==> config.mk <==
export PLATFORM = sky130hd
export DESIGN_NAME = prim_minimum_spanning_tree_core
export DESIGN_NICKNAME = d
export VERILOG_FILES = /design/src/hw/rtl/mst_pkg.sv /design/src/hw/rtl/prim_minimum_spanning_tree_core.sv /design/src/hw/rtl/mst_cost_mem.sv /design/src/hw/rtl/mst_cell.sv
export SDC_FILE = /design/constraint.sdc
export NUM_CORES = 2
export LEC_CHECK = 0
export BUFFER_PORTS_ARGS = -buffer_cell sky130_fd_sc_hd__buf_2
export CAP_MARGIN = 5
export CORE_ASPECT_RATIO = 1.1
export CORE_MARGIN = 5
export CORE_UTILIZATION = 35
export CTS_CLUSTER_SIZE = 12
export DETAILED_ROUTE_END_ITERATION = 12
export GPL_TIMING_DRIVEN = 0
export PLACE_DENSITY = 0.51
export SYNTH_ARGS = -nofsm -noshare
export SYNTH_HDL_FRONTEND = slang
export SYNTH_SLANG_ARGS = --single-unit
==> constraint.sdc <==
create_clock -name clk_i -period 3.4 [get_ports clk_i]
set_input_delay 0 -clock clk_i [delete_from_list [all_inputs] [get_ports clk_i]]
set_output_delay 0 -clock clk_i [all_outputs]
set_load 0.05 [all_outputs]
==> src/hw/rtl/mst_pkg.sv <==
`timescale 1ns / 1ps
// ----------------------------------------------------------------------------
// mst_pkg
// Shared types and constants of the minimum spanning tree core.
// ----------------------------------------------------------------------------
package mst_pkg;

  localparam int VERTICES    = 8;
  localparam int WEIGHT_BITS = 16;

  localparam int VTX_W   = 3;
  localparam int COST_W  = 16;
  localparam int TOTAL_W = 19;

  localparam int VIDX_W = $clog2(VERTICES);
  localparam int DEPTH  = VERTICES * VERTICES;
  localparam int ADDR_W = $clog2(DEPTH);

  localparam logic [WEIGHT_BITS-1:0] NO_EDGE   = {WEIGHT_BITS{1'b1}};
  localparam logic [TOTAL_W-1:0]     TOTAL_MAX = {TOTAL_W{1'b1}};

  typedef enum logic {
    OP_WRITE = 1'b0,
    OP_RUN   = 1'b1
  } op_e;

  typedef struct packed {
    op_e               op;
    logic [VTX_W-1:0]  row;
    logic [VTX_W-1:0]  col;
    logic [COST_W-1:0] weight;
  } in_item_t;

  typedef struct packed {
    logic [VTX_W-1:0]   edge_from;
    logic [VTX_W-1:0]   edge_to;
    logic [COST_W-1:0]  edge_cost;
    logic [TOTAL_W-1:0] total_cost;
    logic               disconnected;
    logic               last;
  } out_item_t;

  typedef enum logic [3:0] {
    ST_IDLE,
    ST_SEED,
    ST_SEED_END,
    ST_E_RD,
    ST_E_CAP,
    ST_E_OUT,
    ST_STREAM,
    ST_DRAIN,
    ST_APPLY,
    ST_SELECT,
    ST_SEL_DONE
  } state_e;

  typedef struct packed {
    logic                   clear;
    logic                   mark_a;
    logic [VIDX_W-1:0]      mark_a_idx;
    logic                   mark_b;
    logic [VIDX_W-1:0]      mark_b_idx;
    logic                   shift;
    logic                   apply;
    logic                   apply_init;
    logic [VIDX_W-1:0]      col;
  } cell_ctrl_t;

  typedef struct packed {
    logic [WEIGHT_BITS-1:0] best;
    logic [VIDX_W-1:0]      k;
    logic [VIDX_W-1:0]      kn;
    logic                   found;
    logic [VIDX_W-1:0]      fk;
    logic [VIDX_W-1:0]      fkn;
    logic                   fvalid;
  } sel_tok_t;

  function automatic logic [ADDR_W-1:0] cost_addr(logic [VIDX_W-1:0] r,
                                                  logic [VIDX_W-1:0] c);
    cost_addr = ADDR_W'(int'(r) * VERTICES + int'(c));
  endfunction

endpackage

==> src/hw/rtl/prim_minimum_spanning_tree_core.sv <==
`timescale 1ns / 1ps
// Write beat: no result. Run beat: the seed scan reads the lower triangle, and
// the first edge follows through the seed end, edge read, capture and output
// states. Each further edge needs a column stream of V reads and a search of V
// chain stages; the seed edge adds one more column stream. One cost store read
// port sets the pace. Reset: all control state clears, and every cost entry
// reads as no edge through per-entry valid flags.
// ----------------------------------------------------------------------------
// prim_minimum_spanning_tree_core
// Minimum spanning tree on a loaded adjacency cost matrix, emitted edge by edge.
// ----------------------------------------------------------------------------
module prim_minimum_spanning_tree_core (
  input  logic                clk_i,
  input  logic                rst_ni,
  input  logic                in_valid_i,
  output logic                in_stall_o,
  input  mst_pkg::in_item_t   in_data_i,
  output logic                out_valid_o,
  input  logic                out_stall_i,
  output mst_pkg::out_item_t  out_data_o
);
  import mst_pkg::*;

  localparam logic [VIDX_W-1:0] LAST_IDX  = VIDX_W'(VERTICES - 1);
  localparam logic [VIDX_W-1:0] LAST_EDGE = VIDX_W'(VERTICES - 2);

  state_e                 state_q, state_d;
  logic [VIDX_W-1:0]      cnt_q, cnt_d;
  logic [VIDX_W-1:0]      si_q, si_d, sj_q, sj_d;
  logic                   seed_pend_q, seed_pend_d;
  logic [VIDX_W-1:0]      pi_q, pi_d, pj_q, pj_d;
  logic [WEIGHT_BITS-1:0] best_q, best_d;
  logic [VIDX_W-1:0]      u_q, u_d, v_q, v_d;
  logic [VIDX_W-1:0]      from_q, from_d, to_q, to_d;
  logic [WEIGHT_BITS-1:0] ecost_q, ecost_d;
  logic [TOTAL_W-1:0]     total_q, total_d;
  logic                   disc_q, disc_d;
  logic [VIDX_W-1:0]      edge_cnt_q, edge_cnt_d;
  logic [VIDX_W-1:0]      col_q, col_d;
  logic                   init_q, init_d;
  logic                   str_pend_q, str_pend_d;
  logic                   out_valid_q, out_valid_d;
  out_item_t              out_data_q, out_data_d;

  logic                   in_acc;
  logic                   wr_en;
  logic                   rd_en;
  logic [VIDX_W-1:0]      rd_row, rd_col;
  logic [WEIGHT_BITS-1:0] rcost;
  logic                   seed_take;
  logic [VIDX_W-1:0]      u_new, v_new;
  logic                   slot_free;
  logic                   emit;
  logic                   emit_last;
  logic [TOTAL_W:0]       sum;
  logic [TOTAL_W-1:0]     total_new;
  logic [VIDX_W-1:0]      pick_k, pick_from;
  cell_ctrl_t             ctrl;

  logic [WEIGHT_BITS-1:0] sh_w   [VERTICES];
  sel_tok_t               tok_w  [VERTICES];
  logic [VERTICES-1:0]    in_tree_w;
  sel_tok_t               tok_seed;
  sel_tok_t               tok_end;

  assign in_stall_o = (state_q != ST_IDLE);
  assign in_acc     = in_valid_i && !in_stall_o;
  assign wr_en      = in_acc && (in_data_i.op == OP_WRITE) &&
                      (int'(in_data_i.row) < VERTICES) && (int'(in_data_i.col) < VERTICES);

  mst_cost_mem u_mem (
    .clk_i     (clk_i),
    .rst_ni    (rst_ni),
    .wr_en_i   (wr_en),
    .wr_addr_i (cost_addr(VIDX_W'(in_data_i.row), VIDX_W'(in_data_i.col))),
    .wr_data_i (WEIGHT_BITS'(in_data_i.weight)),
    .rd_en_i   (rd_en),
    .rd_addr_i (cost_addr(rd_row, rd_col)),
    .rd_data_o (rcost)
  );

  assign tok_seed = '{best: NO_EDGE, default: '0};

  for (genvar g = 0; g < VERTICES; g++) begin : g_cell
    mst_cell u_cell (
      .clk_i     (clk_i),
      .rst_ni    (rst_ni),
      .idx_i     (VIDX_W'(g)),
      .ctrl_i    (ctrl),
      .sh_i      ((g == 0) ? rcost : sh_w[(g == 0) ? 0 : g - 1]),
      .sh_o      (sh_w[g]),
      .tok_i     ((g == 0) ? tok_seed : tok_w[(g == 0) ? 0 : g - 1]),
      .tok_o     (tok_w[g]),
      .in_tree_o (in_tree_w[g])
    );
  end

  assign tok_end   = tok_w[VERTICES-1];
  assign pick_k    = tok_end.found ? tok_end.k  : tok_end.fk;
  assign pick_from = tok_end.found ? tok_end.kn : tok_end.fkn;

  assign seed_take = seed_pend_q && (rcost < best_q);
  assign u_new     = seed_take ? pi_q : u_q;
  assign v_new     = seed_take ? pj_q : v_q;

  assign slot_free = !out_valid_q || !out_stall_i;
  assign emit      = (state_q == ST_E_OUT) && slot_free;
  assign emit_last = (edge_cnt_q == LAST_EDGE);

  assign sum       = {1'b0, total_q} + (TOTAL_W + 1)'(ecost_q);
  assign total_new = (ecost_q == NO_EDGE) ? TOTAL_MAX :
                     (sum > {1'b0, TOTAL_MAX}) ? TOTAL_MAX : sum[TOTAL_W-1:0];

  always_comb begin
    state_d     = state_q;
    cnt_d       = cnt_q;
    si_d        = si_q;
    sj_d        = sj_q;
    seed_pend_d = (state_q == ST_SEED);
    pi_d        = si_q;
    pj_d        = sj_q;
    best_d      = seed_take ? rcost : best_q;
    u_d         = u_new;
    v_d         = v_new;
    from_d      = from_q;
    to_d        = to_q;
    ecost_d     = ecost_q;
    total_d     = total_q;
    disc_d      = disc_q;
    edge_cnt_d  = edge_cnt_q;
    col_d       = col_q;
    init_d      = init_q;
    str_pend_d  = (state_q == ST_STREAM);
    rd_en       = 1'b0;
    rd_row      = si_q;
    rd_col      = sj_q;
    ctrl        = '0;
    ctrl.shift  = str_pend_q;
    ctrl.col    = col_q;
    ctrl.apply_init = init_q;

    case (state_q)
      ST_IDLE: begin
        if (in_acc && in_data_i.op == OP_RUN) begin
          best_d     = NO_EDGE;
          u_d        = VIDX_W'(1);
          v_d        = '0;
          si_d       = VIDX_W'(1);
          sj_d       = '0;
          total_d    = '0;
          disc_d     = 1'b0;
          edge_cnt_d = '0;
          ctrl.clear = 1'b1;
          state_d    = ST_SEED;
        end
      end
      ST_SEED: begin
        rd_en = 1'b1;
        if (sj_q == si_q - VIDX_W'(1)) begin
          sj_d = '0;
          if (si_q == LAST_IDX) begin
            state_d = ST_SEED_END;
          end else begin
            si_d = si_q + VIDX_W'(1);
          end
        end else begin
          sj_d = sj_q + VIDX_W'(1);
        end
      end
      ST_SEED_END: begin
        from_d          = u_new;
        to_d            = v_new;
        ctrl.mark_a     = 1'b1;
        ctrl.mark_a_idx = u_new;
        ctrl.mark_b     = 1'b1;
        ctrl.mark_b_idx = v_new;
        state_d         = ST_E_RD;
      end
      ST_E_RD: begin
        rd_en   = 1'b1;
        rd_row  = from_q;
        rd_col  = to_q;
        state_d = ST_E_CAP;
      end
      ST_E_CAP: begin
        ecost_d = rcost;
        state_d = ST_E_OUT;
      end
      ST_E_OUT: begin
        if (slot_free) begin
          total_d    = total_new;
          disc_d     = disc_q || (ecost_q == NO_EDGE);
          edge_cnt_d = edge_cnt_q + VIDX_W'(1);
          cnt_d      = '0;
          if (emit_last) begin
            state_d = ST_IDLE;
          end else if (edge_cnt_q == '0) begin
            col_d   = u_q;
            init_d  = 1'b1;
            state_d = ST_STREAM;
          end else begin
            col_d   = to_q;
            init_d  = 1'b0;
            state_d = ST_STREAM;
          end
        end
      end
      ST_STREAM: begin
        rd_en  = 1'b1;
        rd_row = LAST_IDX - cnt_q;
        rd_col = col_q;
        if (cnt_q == LAST_IDX) begin
          state_d = ST_DRAIN;
        end else begin
          cnt_d = cnt_q + VIDX_W'(1);
        end
      end
      ST_DRAIN: begin
        state_d = ST_APPLY;
      end
      ST_APPLY: begin
        ctrl.apply = 1'b1;
        cnt_d      = '0;
        if (init_q) begin
          col_d   = v_q;
          init_d  = 1'b0;
          state_d = ST_STREAM;
        end else begin
          state_d = ST_SELECT;
        end
      end
      ST_SELECT: begin
        if (cnt_q == LAST_IDX) begin
          state_d = ST_SEL_DONE;
        end else begin
          cnt_d = cnt_q + VIDX_W'(1);
        end
      end
      ST_SEL_DONE: begin
        to_d            = pick_k;
        from_d          = pick_from;
        ctrl.mark_a     = 1'b1;
        ctrl.mark_a_idx = pick_k;
        state_d         = ST_E_RD;
      end
      default: begin
        state_d = ST_IDLE;
      end
    endcase
  end

  always_comb begin
    out_valid_d = out_valid_q;
    out_data_d  = out_data_q;
    if (emit) begin
      out_valid_d             = 1'b1;
      out_data_d.edge_from    = VTX_W'(from_q);
      out_data_d.edge_to      = VTX_W'(to_q);
      out_data_d.edge_cost    = COST_W'(ecost_q);
      out_data_d.total_cost   = total_new;
      out_data_d.disconnected = disc_q || (ecost_q == NO_EDGE);
      out_data_d.last         = emit_last;
    end else if (!out_stall_i) begin
      out_valid_d = 1'b0;
    end
  end

  always_ff @(posedge clk_i or negedge rst_ni) begin
    if (!rst_ni) begin
      state_q     <= ST_IDLE;
      cnt_q       <= '0;
      si_q        <= '0;
      sj_q        <= '0;
      seed_pend_q <= 1'b0;
      edge_cnt_q  <= '0;
      init_q      <= 1'b0;
      str_pend_q  <= 1'b0;
      out_valid_q <= 1'b0;
    end else begin
      state_q     <= state_d;
      cnt_q       <= cnt_d;
      si_q        <= si_d;
      sj_q        <= sj_d;
      seed_pend_q <= seed_pend_d;
      edge_cnt_q  <= edge_cnt_d;
      init_q      <= init_d;
      str_pend_q  <= str_pend_d;
      out_valid_q <= out_valid_d;
    end
  end

  always_ff @(posedge clk_i) begin
    pi_q       <= pi_d;
    pj_q       <= pj_d;
    best_q     <= best_d;
    u_q        <= u_d;
    v_q        <= v_d;
    from_q     <= from_d;
    to_q       <= to_d;
    ecost_q    <= ecost_d;
    total_q    <= total_d;
    disc_q     <= disc_d;
    col_q      <= col_d;
    out_data_q <= out_data_d;
  end

  assign out_valid_o = out_valid_q;
  assign out_data_o  = out_data_q;

  a_disc_sat: assert property (@(posedge clk_i) disable iff (!rst_ni)
    out_valid_o && out_data_o.disconnected |-> out_data_o.total_cost == TOTAL_MAX)
    else $error("disconnected beat without saturated total");

  a_tree_count: assert property (@(posedge clk_i) disable iff (!rst_ni)
    state_q == ST_E_OUT |-> $countones(in_tree_w) == int'(edge_cnt_q) + 2)
    else $error("tree size does not match edge count");

  a_pick_free: assert property (@(posedge clk_i) disable iff (!rst_ni)
    state_q == ST_SEL_DONE |-> !in_tree_w[pick_k])
    else $error("selected vertex already in tree");

  a_last_idle: assert property (@(posedge clk_i) disable iff (!rst_ni)
    emit && emit_last |=> state_q == ST_IDLE)
    else $error("run did not end after last edge");

endmodule

==> src/hw/rtl/mst_cost_mem.sv <==
`timescale 1ns / 1ps
// ----------------------------------------------------------------------------
// mst_cost_mem
// Adjacency cost store: one write and one registered read per cycle.
// Entries never written read as no edge.
// ----------------------------------------------------------------------------
module mst_cost_mem (
  input  logic                            clk_i,
  input  logic                            rst_ni,
  input  logic                            wr_en_i,
  input  logic [mst_pkg::ADDR_W-1:0]      wr_addr_i,
  input  logic [mst_pkg::WEIGHT_BITS-1:0] wr_data_i,
  input  logic                            rd_en_i,
  input  logic [mst_pkg::ADDR_W-1:0]      rd_addr_i,
  output logic [mst_pkg::WEIGHT_BITS-1:0] rd_data_o
);
  import mst_pkg::*;

  logic [WEIGHT_BITS-1:0] mem [DEPTH];
  logic [DEPTH-1:0]       vld_q;
  logic [WEIGHT_BITS-1:0] rdata_q;
  logic                   rvld_q;

  always_ff @(posedge clk_i) begin
    if (wr_en_i) begin
      mem[wr_addr_i] <= wr_data_i;
    end
    if (rd_en_i) begin
      rdata_q <= mem[rd_addr_i];
    end
  end

  always_ff @(posedge clk_i or negedge rst_ni) begin
    if (!rst_ni) begin
      vld_q  <= '0;
      rvld_q <= 1'b0;
    end else begin
      if (wr_en_i) begin
        vld_q[wr_addr_i] <= 1'b1;
      end
      if (rd_en_i) begin
        rvld_q <= vld_q[rd_addr_i];
      end
    end
  end

  assign rd_data_o = rvld_q ? rdata_q : NO_EDGE;

endmodule

==> src/hw/rtl/mst_cell.sv <==
`timescale 1ns / 1ps
// ----------------------------------------------------------------------------
// mst_cell
// One vertex of the chain: tree flag, nearest tree vertex and its cost, a
// column shift stage and a registered stage of the minimum search.
// ----------------------------------------------------------------------------
module mst_cell (
  input  logic                            clk_i,
  input  logic                            rst_ni,
  input  logic [mst_pkg::VIDX_W-1:0]      idx_i,
  input  mst_pkg::cell_ctrl_t             ctrl_i,
  input  logic [mst_pkg::WEIGHT_BITS-1:0] sh_i,
  output logic [mst_pkg::WEIGHT_BITS-1:0] sh_o,
  input  mst_pkg::sel_tok_t               tok_i,
  output mst_pkg::sel_tok_t               tok_o,
  output logic                            in_tree_o
);
  import mst_pkg::*;

  logic                   in_tree_q, in_tree_d;
  logic [VIDX_W-1:0]      near_q, near_d;
  logic [WEIGHT_BITS-1:0] key_q, key_d;
  logic [WEIGHT_BITS-1:0] sh_q, sh_d;
  sel_tok_t               tok_q, tok_d;

  always_comb begin
    logic cand;
    in_tree_d = in_tree_q;
    near_d    = near_q;
    key_d     = key_q;
    sh_d      = ctrl_i.shift ? sh_i : sh_q;
    if (ctrl_i.clear) begin
      in_tree_d = 1'b0;
    end
    if ((ctrl_i.mark_a && ctrl_i.mark_a_idx == idx_i) ||
        (ctrl_i.mark_b && ctrl_i.mark_b_idx == idx_i)) begin
      in_tree_d = 1'b1;
    end
    if (ctrl_i.apply) begin
      if (ctrl_i.apply_init || (!in_tree_q && key_q > sh_q)) begin
        near_d = ctrl_i.col;
        key_d  = sh_q;
      end
    end

    // search stage: first strict minimum, plus first free vertex
    tok_d = tok_i;
    cand  = !in_tree_q && (key_q < tok_i.best);
    if (cand) begin
      tok_d.best  = key_q;
      tok_d.k     = idx_i;
      tok_d.kn    = near_q;
      tok_d.found = 1'b1;
    end
    if (!in_tree_q && !tok_i.fvalid) begin
      tok_d.fk     = idx_i;
      tok_d.fkn    = near_q;
      tok_d.fvalid = 1'b1;
    end
  end

  always_ff @(posedge clk_i or negedge rst_ni) begin
    if (!rst_ni) begin
      in_tree_q <= 1'b0;
      near_q    <= '0;
      tok_q     <= '0;
    end else begin
      in_tree_q <= in_tree_d;
      near_q    <= near_d;
      tok_q     <= tok_d;
    end
  end

  always_ff @(posedge clk_i) begin
    key_q <= key_d;
    sh_q  <= sh_d;
  end

  assign sh_o      = sh_q;
  assign tok_o     = tok_q;
  assign in_tree_o = in_tree_q;

endmodule
==> flow_summary.ini <==
[status]
status = finished, violations left
violations = setup timing

[cts]
clock_latency_ps = 830
cts_buffers = 189
cts_tree = yes
htree_levels = 4
cts.path.max_buffers = 3
cts-root-buf = clkbuf_16
clk_pin_slew_ps = 60
cts_sinks = 1738

[worst_hold_path]
min_path_cells = 2
hp-class = in -> reg
min-delay-start = in_data_i[4]
whs_endpoint = u_mem.mem[59][4]$_DFFE_PP_

[routing]
ant_nets = 0
drtPass1Iterations = 8
dr.first_iter.drc_count = 4311
routedWlPerCell_um = 25.0
drt-total-wl_mm = 222
viasPerCell = 5.29
post-route-drc-count = 0
num_vias = 46900

[place]
dp_hpwl_mm = 156
place.port_buffers = 68
routabilityCongestion = 0.896
placed_area_um2 = 78900

[pwr]
combPwrFrac_pct = 41.6
p_int_mw = 48.5
pwr-share-seq_pct = 33.7
power_frac_clock_pct = 24.7
p_sw_share_pct = 39.4
max-vdd-ir-drop_uv = 432
switchingPower_mw = 31.5
power_density_nw_per_um2 = 907
power.leakage_nw = 33.2

[sta]
worst_pin_slew_ps = 1230
slew_headroom_pct = 18.0
rsz0062_at_grt = yes
period_share_pct = 103
skew_ps = 43.5
final-max-slew-violation-count = 0
hold_viol = 0
fmax_ghz = 0.286
period_minus_slack_ps = 3490
setup_ws_ps = -90.7
setup_viol = 28

[critical_path]
r2r-start = state_q[2]$_DFFE_PN0P_
critPathMaxFanout = 10
r2r_end = u_mem.rdata_q[0]$_DFFE_PP_
critPathKind = reg -> reg
end_kind = flop
r2r_cells = 13
startpoint_type = flop
r2r_setup_slack_ps = -90
crit_arrival_ps = 4180
worstPathRequired_ps = 4090

[synth]
yosysUniqueCellTypes = 93
ys_warn_count = 0
yosys.area.top_type = edfxtp_1
synth_fp_nets = 5827
netlist_instances = 5526
async_reset_ff_share_pct = 18.8
synth_area_leaders = edfxtp_1 57%, dfrtp_1 11%, nand2_1 4.9%, ha_1 4.7%, nand3_1 2.9%
yosys_register_bits = 1738
ys_seq_area_share_pct = 68.5
yosysTopAreaCellShare_pct = 56.6
synthFlopType = edfxtp_1
syn_area_um2 = 73400
synth_edf_count = 1384
syn_area_per_cell_um2 = 13.3

[floorplanning]
core-area_um2 = 209000
die-area_um2 = 219000
die_h_um = 490
ioPinCount = 72
rows = 176
die_w_um = 447
start_util_pct = 35.1

[global_route]
grt_max_degree = 91
grt_pass1_wl_mm = 322
antenna_found_initial = 15
grt_usage_pct = 19.9
grt.overflow.total = 0
first_global_vias = 46300

[layout]
fin_util_pct = 42.2
nets = 6265
fin_area_um2 = 88100
area_delta_synth_final_pct = 20.1
drive_gt1_share_pct = 18.7

[job]
drv_cap = 0
[critical path, cell delays in order (launching register included)]
cell and delay, ps:
dfrtp_2 490, buf_6 160, nor3b_2 150, o21ai_2 200, and2_4 180, buf_8 140
nor2_4 50, buf_12 140, buf_12 150, buf_8 170, nand3_1 160, nand4_1 240
a2111oi_4 810, mux2_4 290
[stage by stage]
stage / setup slack, ps / instances / power (mW) / hold WS (ps) / TNS, ps
2_1_floorplan: 27.5 / 5526 / 42.9 / -296 / 0
3_3_place_gp: -4430 / 8353 / 54.6 / 415 / -3421510
3_5_place_dp: -1420 / 8443 / 56.0 / 36.1 / -677700
4_1_cts: -32.9 / 8822 / 78.7 / 13.2 / -134
5_1_grt: -92.7 / 8871 / 83.6 / 149 / -4640
6_report: -90.7 / 8874 / 80.0 / 180 / -342
[repair_timing]
item,in CTS,in global routing
gates cloned,3,3
hold endpoints to repair,960,432
hold buffers,18,8
gates resized for setup,349,197
endpoints found under the setup margin,1307,313
pin swaps,73,53
buffers inserted,20,36
[registers in the layout (all words and copies together) (netlist names), 4 cells and up]
register / flops
best_q: 16
ecost_q: 16
g_cell.u_cell.in_tree_o: 8
g_cell.u_cell.key_q: 128
g_cell.u_cell.near_q: 24
g_cell.u_cell.sh_o: 128
g_cell.u_cell.tok_o: 209
out_data_o: 43
state_q: 4
total_q: 19
u_mem.mem: 1024
u_mem.rdata_q: 16
u_mem.vld_q: 64
[layout by cell type, fill, tap and decap left out, drive strengths merged, types with 40 or more instances in the layout]
master  Yosys  final
or2        96     96
o211ai     65     65
o21a       40     40
a32oi     103    103
inv       278    287
nand3     421    421
a21o       81     81
nand2b     61     61
o21ai      81     81
nand4     132    132
nand2     965    965
ha        273    273
clkinv      0     56
edfxtp   1384   1384
clkbuf    129    386
dfrtp     326    326
mux2i     131    131
mux2      121    121
nor2      137    137
a31oi     112    112
buf       135    365
a22oi      56     56
a21oi      78     78
[synth_stat cells, drive strengths merged, types with 6 or more instances]
library cell,n
nor2b,35
a32oi,103
and3,7
dfrtp,326
ha,273
a31oi,112
a2111oi,38
edfxtp,1384
a22oi,56
a21o,81
xor2,10
o2111ai,6
o211ai,65
o21ai,81
nand2,965
nand2b,61
buf,135
and4,8
a211o,8
or2,96
clkbuf,129
mux2,121
nand3,421
o311ai,10
o31ai,8
nor3b,9
mux2i,131
and2,31
a22o,7
o21a,40
nor2,137
xnor2,10
a21oi,78
inv,278
nand4,132
dfxtp,28
nand3b,7
nor3,24
a211oi,16
[power by group through the flow]
stage	clock [mW]	sequential (mW)	combinational, mW
after floorplan	0	26.8	16.1
after global routing	21.1	27.2	35.3
after detailed placement	0	27.4	28.6
final	19.8	26.9	33.3
after CTS	20.2	27.0	31.6
after global placement	0	27.4	27.1
[how the worst max path moves through the flow]
stage,start,end,slack (ps)
final,state_q[2]$_DFFE_PN0P_,u_mem.rdata_q[0]$_DFFE_PP_,-90
after floorplan,str_pend_q$_DFF_PN0_,g_cell[0].u_cell.sh_o[0]$_DFFE_PP_,30
after detailed placement,col_q[1]$_DFFE_PP_,u_mem.rdata_q[0]$_DFFE_PP_,-1420
after global placement,rst_ni,u_mem.vld_q[1]$_DFFE_PN0P_,-4430
after global routing,state_q[2]$_DFFE_PN0P_,u_mem.rdata_q[0]$_DFFE_PP_,-90
after CTS,col_q[0]$_DFFE_PP_,u_mem.rdata_q[7]$_DFFE_PP_,-30
[cell families after synthesis]
group | share of synthesized area [%]
AND/OR/NAND/NOR | 12.3
flip-flops | 68.5
AO/OA/AOI/OAI | 7.35
buffers and inverters | 3.21
adder cells (fa/ha/maj) | 4.68
multiplexers | 3.67
XOR/XNOR | 0.239
[area by class of cell]
type                    instances  area (um2)
fillers                     19200      121000
flip-flops and latches       1738       50300
multi-input cells            3246       22600
clock buffers                 266        5180
well taps                    2759        3450
repair buffers                249        2820
plain buffers                 262        2020
inverters                     278        1040
clock inverters                73         749
diodes                          3        7.51
[per-layer routing]
metal  GRT usage, %  part of all wire, %  vias up
met4           7.12                  3.8       14
met5              0                0.041        -
met2           33.6                   49     1497
met1           26.0                   41    23700
met3           3.24                  5.8      378
li1               -                    -    21300
No activity file was read; power rests on OpenSTA's default activity.
